**config.mk**
```make
export PLATFORM = sky130hd
export DESIGN_NAME = priority_ready_queue_scheduler_core
export DESIGN_NICKNAME = d
export VERILOG_FILES = /design/src/rtl/prqs_pkg.sv /design/src/rtl/priority_ready_queue_scheduler_core.sv
export VERILOG_INCLUDE_DIRS = /design/src /design/src/rtl
export SDC_FILE = /design/constraint.sdc
export NUM_CORES = 1
export LEC_CHECK = 0
export BUFFER_PORTS_ARGS = -buffer_cell sky130_fd_sc_hd__clkbuf_2
export CAP_MARGIN = 40
export CORE_MARGIN = 3
export CORE_UTILIZATION = 38
export DETAILED_ROUTE_END_ITERATION = 12
export PLACE_DENSITY_LB_ADDON = 0.25
export SYNTH_ARGS = -nofsm -noshare
export SYNTH_HDL_FRONTEND = slang
export SYNTH_SLANG_ARGS = --single-unit
```
**constraint.sdc**
```tcl
create_clock -name clk -period 9.8 [get_ports clk]
set_clock_uncertainty 0.2 [all_clocks]
set_input_delay 0.98 -clock clk [delete_from_list [all_inputs] [get_ports clk]]
set_output_delay 0.98 -clock clk [all_outputs]
set_load 0.005 [all_outputs]
```
**src/rtl/priority_ready_queue_scheduler_core_assert.svh**
```systemverilog
// ---------------------------------------------------------------------------
// Assertion macros for the priority ready queue scheduler
// Concurrent checks that vanish when SYNTHESIS is defined.
// ---------------------------------------------------------------------------
`ifndef PRIORITY_READY_QUEUE_SCHEDULER_CORE_ASSERT_SVH
`define PRIORITY_READY_QUEUE_SCHEDULER_CORE_ASSERT_SVH

`ifndef SYNTHESIS

// clocked check, masked while reset is asserted
`define PRQS_ASSERT(lbl, clk_s, rstn_s, prop, msg) \
  lbl: assert property (@(posedge clk_s) disable iff (!rstn_s) prop) else $error(msg);

// clocked check, active during reset too
`define PRQS_ASSERT_ALWAYS(lbl, clk_s, prop, msg) \
  lbl: assert property (@(posedge clk_s) prop) else $error(msg);

`else

`define PRQS_ASSERT(lbl, clk_s, rstn_s, prop, msg)
`define PRQS_ASSERT_ALWAYS(lbl, clk_s, prop, msg)

`endif

`endif

```
**src/rtl/prqs_pkg.sv**
```systemverilog
// ---------------------------------------------------------------------------
// prqs_pkg
// Types and codes shared by the priority ready queue scheduler.
// ---------------------------------------------------------------------------
package prqs_pkg;

  localparam int unsigned ID_W   = 4;
  localparam int unsigned PRIO_W = 8;

  localparam logic OP_INSERT   = 1'b0;
  localparam logic OP_SCHEDULE = 1'b1;

  localparam logic [1:0] OUTCOME_DONE  = 2'd0;
  localparam logic [1:0] OUTCOME_FULL  = 2'd1;
  localparam logic [1:0] OUTCOME_EMPTY = 2'd2;

  typedef struct packed {
    logic [ID_W-1:0]   id;
    logic [PRIO_W-1:0] prio;
  } entry_t;

  typedef enum logic [2:0] {
    ST_IDLE,
    ST_HEAD,
    ST_POP,
    ST_INS,
    ST_CMP,
    ST_PUT,
    ST_FIN
  } state_t;

endpackage

```
**src/rtl/priority_ready_queue_scheduler_core.sv**
```systemverilog
// ---------------------------------------------------------------------------
// priority_ready_queue_scheduler_core
// Priority-sorted ready queue with a running-task slot.
// ---------------------------------------------------------------------------
// The queue lives in a circular buffer memory with one write and one registered
// read port, kept sorted by priority (highest at the head, ties in arrival
// order). One item is worked at a time and in_tready is high only while idle.
// A dropped insert, a schedule with nothing waiting and a requeue onto an empty
// queue go straight to the finish state. A schedule that pops passes through
// accept, head read and pop. An insert into an empty queue writes its slot
// with no walk. Any other insert reads the tail and then walks each waiting
// entry with a lower priority from the tail through a single 8-bit priority
// comparator, shifting it back one slot. A requeue on schedule is a pop
// followed by such an insert. When the running task outranks the head, the
// requeue ends after the compare. A finished result waits in the output
// register while the next word is already accepted. A result that is still
// waiting there when the next one is finished holds the block for as long as
// the output stalls.
// ---------------------------------------------------------------------------
`include "priority_ready_queue_scheduler_core_assert.svh"

module priority_ready_queue_scheduler_core
  import prqs_pkg::*;
#(
  parameter int unsigned QUEUE_DEPTH = 16
) (
  input  logic        clk,
  input  logic        rst_n,
  input  logic        in_tvalid,
  output logic        in_tready,
  input  logic [15:0] in_tdata,   // task_id[3:0], task_priority[11:4], still_ready[12]
  input  logic [0:0]  in_tuser,   // operation[0]
  output logic        out_tvalid,
  input  logic        out_tready,
  output logic [15:0] out_tdata   // next_task[3:0], next_valid[4], outcome[6:5],
                                  // queue_count[11:7]
);

  localparam int unsigned AW = (QUEUE_DEPTH > 1) ? $clog2(QUEUE_DEPTH) : 1;
  localparam int unsigned CW = $clog2(QUEUE_DEPTH + 1);
  localparam logic [AW:0]   DEPTH_W  = (AW + 1)'(QUEUE_DEPTH);
  localparam logic [CW-1:0] FULL_CNT = CW'(QUEUE_DEPTH);

  // physical slot of a logical queue position
  function automatic logic [AW-1:0] wrap_add(input logic [AW-1:0] base,
                                             input logic [AW-1:0] off);
    logic [AW:0] s;
    s = {1'b0, base} + {1'b0, off};
    if (s >= DEPTH_W) s = s - DEPTH_W;
    return s[AW-1:0];
  endfunction

  state_t state_r, state_nxt;

  logic [CW-1:0]     count_r, count_nxt;
  logic [AW-1:0]     head_r, head_nxt;
  logic [AW-1:0]     k_r, k_nxt;
  logic [ID_W-1:0]   cur_id_r, cur_id_nxt;
  logic [PRIO_W-1:0] cur_prio_r, cur_prio_nxt;
  logic              cur_valid_r, cur_valid_nxt;
  entry_t            ins_r, ins_nxt;
  logic              op_r, op_nxt;
  logic              req_r, req_nxt;
  logic [1:0]        outcome_r, outcome_nxt;

  logic              out_tvalid_r, out_tvalid_nxt;
  logic [ID_W-1:0]   out_task_r;
  logic              out_run_r;
  logic [1:0]        out_outcome_r;
  logic [4:0]        out_count_r;

  entry_t            mem [QUEUE_DEPTH];
  entry_t            rd_data_r;
  logic              mem_we, mem_re;
  logic [AW-1:0]     wr_addr, rd_addr;
  entry_t            wr_data;

  logic              in_acc, out_free, cmp_ge;
  logic [PRIO_W-1:0] cmp_ref;
  logic [CW+4:0]     count_ext;

  logic              a_op;
  logic [ID_W-1:0]   a_id;
  logic [PRIO_W-1:0] a_prio;
  logic              a_ready;

  assign a_op    = in_tuser[0];
  assign a_id    = in_tdata[3:0];
  assign a_prio  = in_tdata[11:4];
  assign a_ready = in_tdata[12];

  assign in_acc   = in_tvalid && in_tready;
  assign out_free = !out_tvalid_r || out_tready;

  // shared comparator: head against running task on pop, walked entry against
  // the task being placed otherwise
  assign cmp_ref = (state_r == ST_POP) ? cur_prio_r : ins_r.prio;
  assign cmp_ge  = (rd_data_r.prio >= cmp_ref);

  // ---------------- next state ----------------
  always_comb begin
    state_nxt = state_r;
    unique case (state_r)
      ST_IDLE: begin
        if (in_acc) begin
          if (a_op == OP_INSERT) begin
            state_nxt = (count_r == FULL_CNT) ? ST_FIN : ST_INS;
          end else if (a_ready && cur_valid_r) begin
            state_nxt = (count_r == '0) ? ST_FIN : ST_HEAD;
          end else begin
            state_nxt = (count_r == '0) ? ST_FIN : ST_HEAD;
          end
        end
      end
      ST_HEAD: state_nxt = ST_POP;
      ST_POP: begin
        state_nxt = (req_r && cmp_ge) ? ST_INS : ST_FIN;
      end
      ST_INS: state_nxt = (count_r == '0) ? ST_FIN : ST_CMP;
      ST_CMP: begin
        if (cmp_ge) state_nxt = ST_FIN;
        else if (k_r == AW'(1)) state_nxt = ST_PUT;
        else state_nxt = ST_CMP;
      end
      ST_PUT: state_nxt = ST_FIN;
      ST_FIN: if (out_free) state_nxt = ST_IDLE;
      default: state_nxt = ST_IDLE;
    endcase
  end

  // ---------------- datapath and outputs ----------------
  always_comb begin
    count_nxt      = count_r;
    head_nxt       = head_r;
    k_nxt          = k_r;
    cur_id_nxt     = cur_id_r;
    cur_prio_nxt   = cur_prio_r;
    cur_valid_nxt  = cur_valid_r;
    ins_nxt        = ins_r;
    op_nxt         = op_r;
    req_nxt        = req_r;
    outcome_nxt    = outcome_r;
    out_tvalid_nxt = out_tvalid_r && !out_tready;
    mem_we         = 1'b0;
    mem_re         = 1'b0;
    wr_addr        = head_r;
    wr_data        = ins_r;
    rd_addr        = head_r;
    in_tready      = (state_r == ST_IDLE);

    unique case (state_r)
      ST_IDLE: begin
        if (in_acc) begin
          op_nxt      = a_op;
          ins_nxt.id  = a_id;
          ins_nxt.prio = a_prio;
          req_nxt     = a_ready && cur_valid_r;
          outcome_nxt = OUTCOME_DONE;
          if (a_op == OP_INSERT) begin
            if (count_r == FULL_CNT) outcome_nxt = OUTCOME_FULL;
          end else if (!(a_ready && cur_valid_r) && count_r == '0) begin
            cur_valid_nxt = 1'b0;
            cur_id_nxt    = '0;
            cur_prio_nxt  = '0;
            outcome_nxt   = OUTCOME_EMPTY;
          end
        end
      end
      ST_HEAD: begin
        mem_re  = 1'b1;
        rd_addr = head_r;
      end
      ST_POP: begin
        // requeue only swaps when the head is at least as urgent
        if (!req_r || cmp_ge) begin
          cur_id_nxt    = rd_data_r.id;
          cur_prio_nxt  = rd_data_r.prio;
          cur_valid_nxt = 1'b1;
          head_nxt      = wrap_add(head_r, AW'(1));
          count_nxt     = count_r - CW'(1);
          if (req_r) begin
            ins_nxt.id   = cur_id_r;
            ins_nxt.prio = cur_prio_r;
          end
        end
      end
      ST_INS: begin
        if (count_r == '0) begin
          mem_we    = 1'b1;
          wr_addr   = head_r;
          wr_data   = ins_r;
          count_nxt = count_r + CW'(1);
        end else begin
          mem_re  = 1'b1;
          rd_addr = wrap_add(head_r, AW'(count_r - CW'(1)));
          k_nxt   = AW'(count_r);
        end
      end
      ST_CMP: begin
        mem_we  = 1'b1;
        wr_addr = wrap_add(head_r, k_r);
        if (cmp_ge) begin
          wr_data   = ins_r;
          count_nxt = count_r + CW'(1);
        end else begin
          // lower priority entry moves back one slot
          wr_data = rd_data_r;
          k_nxt   = k_r - AW'(1);
          if (k_r != AW'(1)) begin
            mem_re  = 1'b1;
            rd_addr = wrap_add(head_r, k_r - AW'(2));
          end
        end
      end
      ST_PUT: begin
        mem_we    = 1'b1;
        wr_addr   = head_r;
        wr_data   = ins_r;
        count_nxt = count_r + CW'(1);
      end
      ST_FIN: begin
        if (out_free) out_tvalid_nxt = 1'b1;
      end
      default: ;
    endcase
  end

  assign count_ext = {5'b0, count_r};

  // ---------------- registers ----------------
  always_ff @(posedge clk) begin
    if (!rst_n) begin
      state_r      <= ST_IDLE;
      count_r      <= '0;
      head_r       <= '0;
      cur_id_r     <= '0;
      cur_prio_r   <= '0;
      cur_valid_r  <= 1'b1;
      out_tvalid_r <= 1'b0;
    end else begin
      state_r      <= state_nxt;
      count_r      <= count_nxt;
      head_r       <= head_nxt;
      cur_id_r     <= cur_id_nxt;
      cur_prio_r   <= cur_prio_nxt;
      cur_valid_r  <= cur_valid_nxt;
      out_tvalid_r <= out_tvalid_nxt;
    end
  end

  always_ff @(posedge clk) begin
    k_r       <= k_nxt;
    ins_r     <= ins_nxt;
    op_r      <= op_nxt;
    req_r     <= req_nxt;
    outcome_r <= outcome_nxt;
    if (state_r == ST_FIN && out_free) begin
      out_task_r    <= cur_id_r;
      out_run_r     <= cur_valid_r;
      out_outcome_r <= outcome_r;
      out_count_r   <= count_ext[4:0];
    end
  end

  always_ff @(posedge clk) begin
    if (mem_we) mem[wr_addr] <= wr_data;
    if (mem_re) rd_data_r <= mem[rd_addr];
  end

  assign out_tvalid = out_tvalid_r;
  assign out_tdata  = {4'b0, out_count_r, out_outcome_r, out_run_r, out_task_r};

  // ---------------- checks ----------------
  `PRQS_ASSERT(a_count_bound, clk, rst_n, count_r <= FULL_CNT, "queue count above depth")
  `PRQS_ASSERT(a_count_step, clk, rst_n, (count_r != $past(count_r)) |-> ((count_r == $past(count_r) + CW'(1)) || (count_r == $past(count_r) - CW'(1))), "queue count jumped")
  `PRQS_ASSERT(a_walk_slot, clk, rst_n, (state_r == ST_CMP) |-> ((k_r != '0) && ({1'b0, k_r} <= {1'b0, count_r})), "walk slot out of range")
  `PRQS_ASSERT(a_empty_idle, clk, rst_n, (out_tvalid_r && out_outcome_r == OUTCOME_EMPTY) |-> (!out_run_r && out_task_r == '0), "empty schedule reports a running task")
  `PRQS_ASSERT(a_full_drop, clk, rst_n, (state_r == ST_FIN && op_r == OP_INSERT && outcome_r == OUTCOME_FULL) |-> (count_r == FULL_CNT), "dropped insert without full queue")

endmodule

```
==> flow_summary.json <==
{
  "min_period_over_period": 0.670,
  "met2_usage": 0.277,
  "rows": 63,
  "synth-seq-cells": 261,
  "synth_ff_type": "edfxtp_1",
  "cp.arrival_ns": 6.60,
  "ys_types": 59,
  "grt_overflow": 0,
  "port_buffers": 31,
  "tightest_slew_ns": 0.896,
  "areaGrowthSynthToFinish_pct": 14.6,
  "timing.hold.ws_ns": 0.235,
  "n_fill_cell": 2685,
  "ant_nets": 0,
  "ir_worst_vdd_mv": 0.163,
  "globalplace.congestion": 0.768,
  "slew_violations": 0,
  "rsz0062_at_grt": "no",
  "r2r_end": "rd_data_r[8]",
  "multi_input_comb_area_mm2": 0.00373,
  "ys_seq_area_frac": 0.644,
  "start_kind": "flip-flop",
  "cts_root_buf": "clkbuf_16",
  "hp-class": "reg2reg",
  "cts_resized": 0,
  "nets": 948,
  "busiest_layer": "met2",
  "clkLatencyLatePin_ns": 0.54,
  "antenna_cells": 0,
  "setup_tns_ns": 0,
  "io_pins": 39,
  "drv_cap": 0,
  "cts_tree": "built",
  "avgViaCountPerCell": 5.67,
  "synth_edf_count": 235,
  "hold_viol_final": 0,
  "antenna_found_initial": 1,
  "die_x_um": 182,
  "design_area_mm2": 0.0135,
  "post_dp_cell_area_mm2": 0.0126,
  "fin_crit_ns": 6.56,
  "r2r_slack_ns": 3.24,
  "end_kind": "flip-flop",
  "grt_pass1_vias": 7230,
  "ff2ff_path_depth": 15,
  "criticalPathCategory": "reg2reg",
  "cts_buffers": 28,
  "fp.dieH_um": 182,
  "synthCells": 867,
  "htree_num_levels": 1,
  "drtIter0Drc": 742,
  "setup_viol": 0,
  "avgSynthCellArea_um2": 13.6,
  "hpwl_mm": 17.5,
  "synth-async-reset-ratio": 0,
  "wire_per_inst_um": 22.0,
  "status": "finished clean",
  "drive_above_1_share": 0.177,
  "crit_required_ns": 9.84,
  "drc": 0,
  "relSlewSlack": 0.403,
  "yosysWarningCount": 0,
  "dieArea_mm2": 0.0331,
  "post-cts-setup-buffers": 0,
  "vias": 7440,
  "gr-usage-met1": 0.253,
  "power.density_mw_per_mm2": 314,
  "clock-sinks": 261,
  "cts.clk_slew.worst_paths_ns": 0.06,
  "fin_util": 0.449,
  "p_leak_nw": 4.52,
  "cp-startpoint": "state_r[1]",
  "start_util": 0.392,
  "first_pass_iters": 5,
  "wirelength_mm": 28.9,
  "cts_hold_buf": 0,
  "clock.fmax_ghz": 0.152,
  "grt_pass1_wl_mm": 44.6,
  "grt_max_degree": 59,
  "ff_latch_area_mm2": 0.00758,
  "netlist_area_mm2": 0.0118,
  "crit_path_end": "rd_data_r[8]",
  "gr-usage-met3": 0.0276,
  "cts_buffer_depth": 3,
  "cp_max_fo": 58,
  "core_area_mm2": 0.0300,
  "rr_startpoint": "state_r[1]",
  "grtUsageTotal": 0.174
}
Yosys cell counts (7+ instances only):
| library cell | instances | area [µm²] |
|---|---|---|
| nor2_1 | 52 | 195 |
| nand2b_1 | 7 | 43.8 |
| inv_1 | 67 | 251 |
| mux2_2 | 23 | 259 |
| o21ai_0 | 14 | 70.1 |
| a22oi_1 | 13 | 97.6 |
| or4_1 | 12 | 90.1 |
| a211oi_1 | 50 | 375 |
| buf_2 | 10 | 50.1 |
| xor2_1 | 11 | 96.3 |
| a2111oi_0 | 48 | 420 |
| nand2_1 | 28 | 105 |
| a21oi_1 | 12 | 60.1 |
| mux2i_1 | 59 | 591 |
| clkbuf_1 | 42 | 158 |
| nor4_1 | 49 | 307 |
| edfxtp_1 | 235 | 7060 |
| dfxtp_1 | 26 | 521 |
| xnor2_1 | 11 | 96.3 |
| ha_1 | 23 | 288 |
layout make-up:
class                   count  area share
clock buffers              38      0.0579
clock inverters            14     0.00789
inverters                  68      0.0189
multi-input cells         478       0.277
flip-flops and latches    261       0.562
well taps                 390      0.0362
repair buffers             64      0.0396
per-stage QoR:
| stage | setup WS [ns] | cells | power (mW) |
|---|---|---|---|
| floorplan | 5.08 | 870 | 2.71 |
| global placement | 3.33 | 1241 | 3.17 |
| detailed placement | 3.30 | 1261 | 3.22 |
| CTS | 3.25 | 1313 | 4.24 |
| global route | 2.85 | 1313 | 4.48 |
| finish | 3.24 | 1313 | 4.23 |
flip-flops by register name, summed over array words and instances (netlist names), 5 cells and up:
register,count
out_count_r,5
rd_data_r,12
mem,192
ins_r,12
cur_prio_r,8
count_r,5
worst min-delay path by stage:
stage                  from  cells after the start  slack (ns)               end
2_1_floorplan  outcome_r[0]                      0        0.20  out_outcome_r[0]
3_3_place_gp   outcome_r[1]                      0        0.21  out_outcome_r[1]
3_5_place_dp   outcome_r[1]                      0        0.22  out_outcome_r[1]
4_1_cts        outcome_r[0]                      0        0.24  out_outcome_r[0]
5_1_grt        outcome_r[1]                      0        0.24  out_outcome_r[1]
6_report       outcome_r[1]                      0        0.24  out_outcome_r[1]
logic make-up after synthesis:
group	count (synthesis)	synth area share
and+or+nand+nor	180	0.0822
muxes	82	0.0722
AOI/OAI and AO/OA	164	0.107
buffers and inverters	131	0.0480
adders and majority gates	26	0.0296
other	1	0.000319
DFF	261	0.644
xor gates and xnor gates	22	0.0164
placed cells by master (no fill, tap or decap), types with 10 or more instances in the layout:
| master | n |
|---|---|
| buf_4 | 15 |
| mux2_2 | 23 |
| xnor2_1 | 10 |
| ha_1 | 23 |
| nor4_1 | 49 |
| nor2_2 | 16 |
| clkbuf_2 | 31 |
| a21oi_1 | 12 |
| mux2i_1 | 59 |
| a211oi_1 | 49 |
| nand2_1 | 28 |
| buf_8 | 16 |
| nor2_1 | 37 |
| edfxtp_1 | 235 |
| xor2_1 | 10 |
| a2111oi_0 | 48 |
| o21ai_0 | 13 |
| clkbuf_16 | 29 |
| or4_1 | 12 |
| dfxtp_1 | 26 |
| a22oi_1 | 13 |
| inv_1 | 67 |
metal layers:
| layer | up-vias | share of wire |
|---|---|---|
| met2 | 208 | 0.46 |
| met1 | 3742 | 0.47 |
| met4 | 0 | 0.018 |
| li1 | 3447 | - |
| met3 | 43 | 0.053 |
| met5 | - | 0 |
power by group:
part	leakage [nW]	internal [mW]	total, mW	switching (mW)
Sequential	2.34	1.58	1.69	0.108
Clock	0.431	0.585	1.01	0.427
Combinational	1.75	0.514	1.53	1.02
worst max-delay path: stages, from the launching register on:
cell and delay (ns):
dfxtp_1 0.60, inv_1 0.21, nor3_2 0.14, buf_4 0.34
mux2i_1 0.14, ha_1 0.33, nand2_1 0.06, o21ai_1 0.57
nor2_1 0.22, a211oi_4 0.27, buf_4 0.60, or3_4 0.64
buf_4 0.81, mux2i_1 0.27, a2111oi_0 0.15, or4_1 0.65
Power figures use the tool's default switching activity.
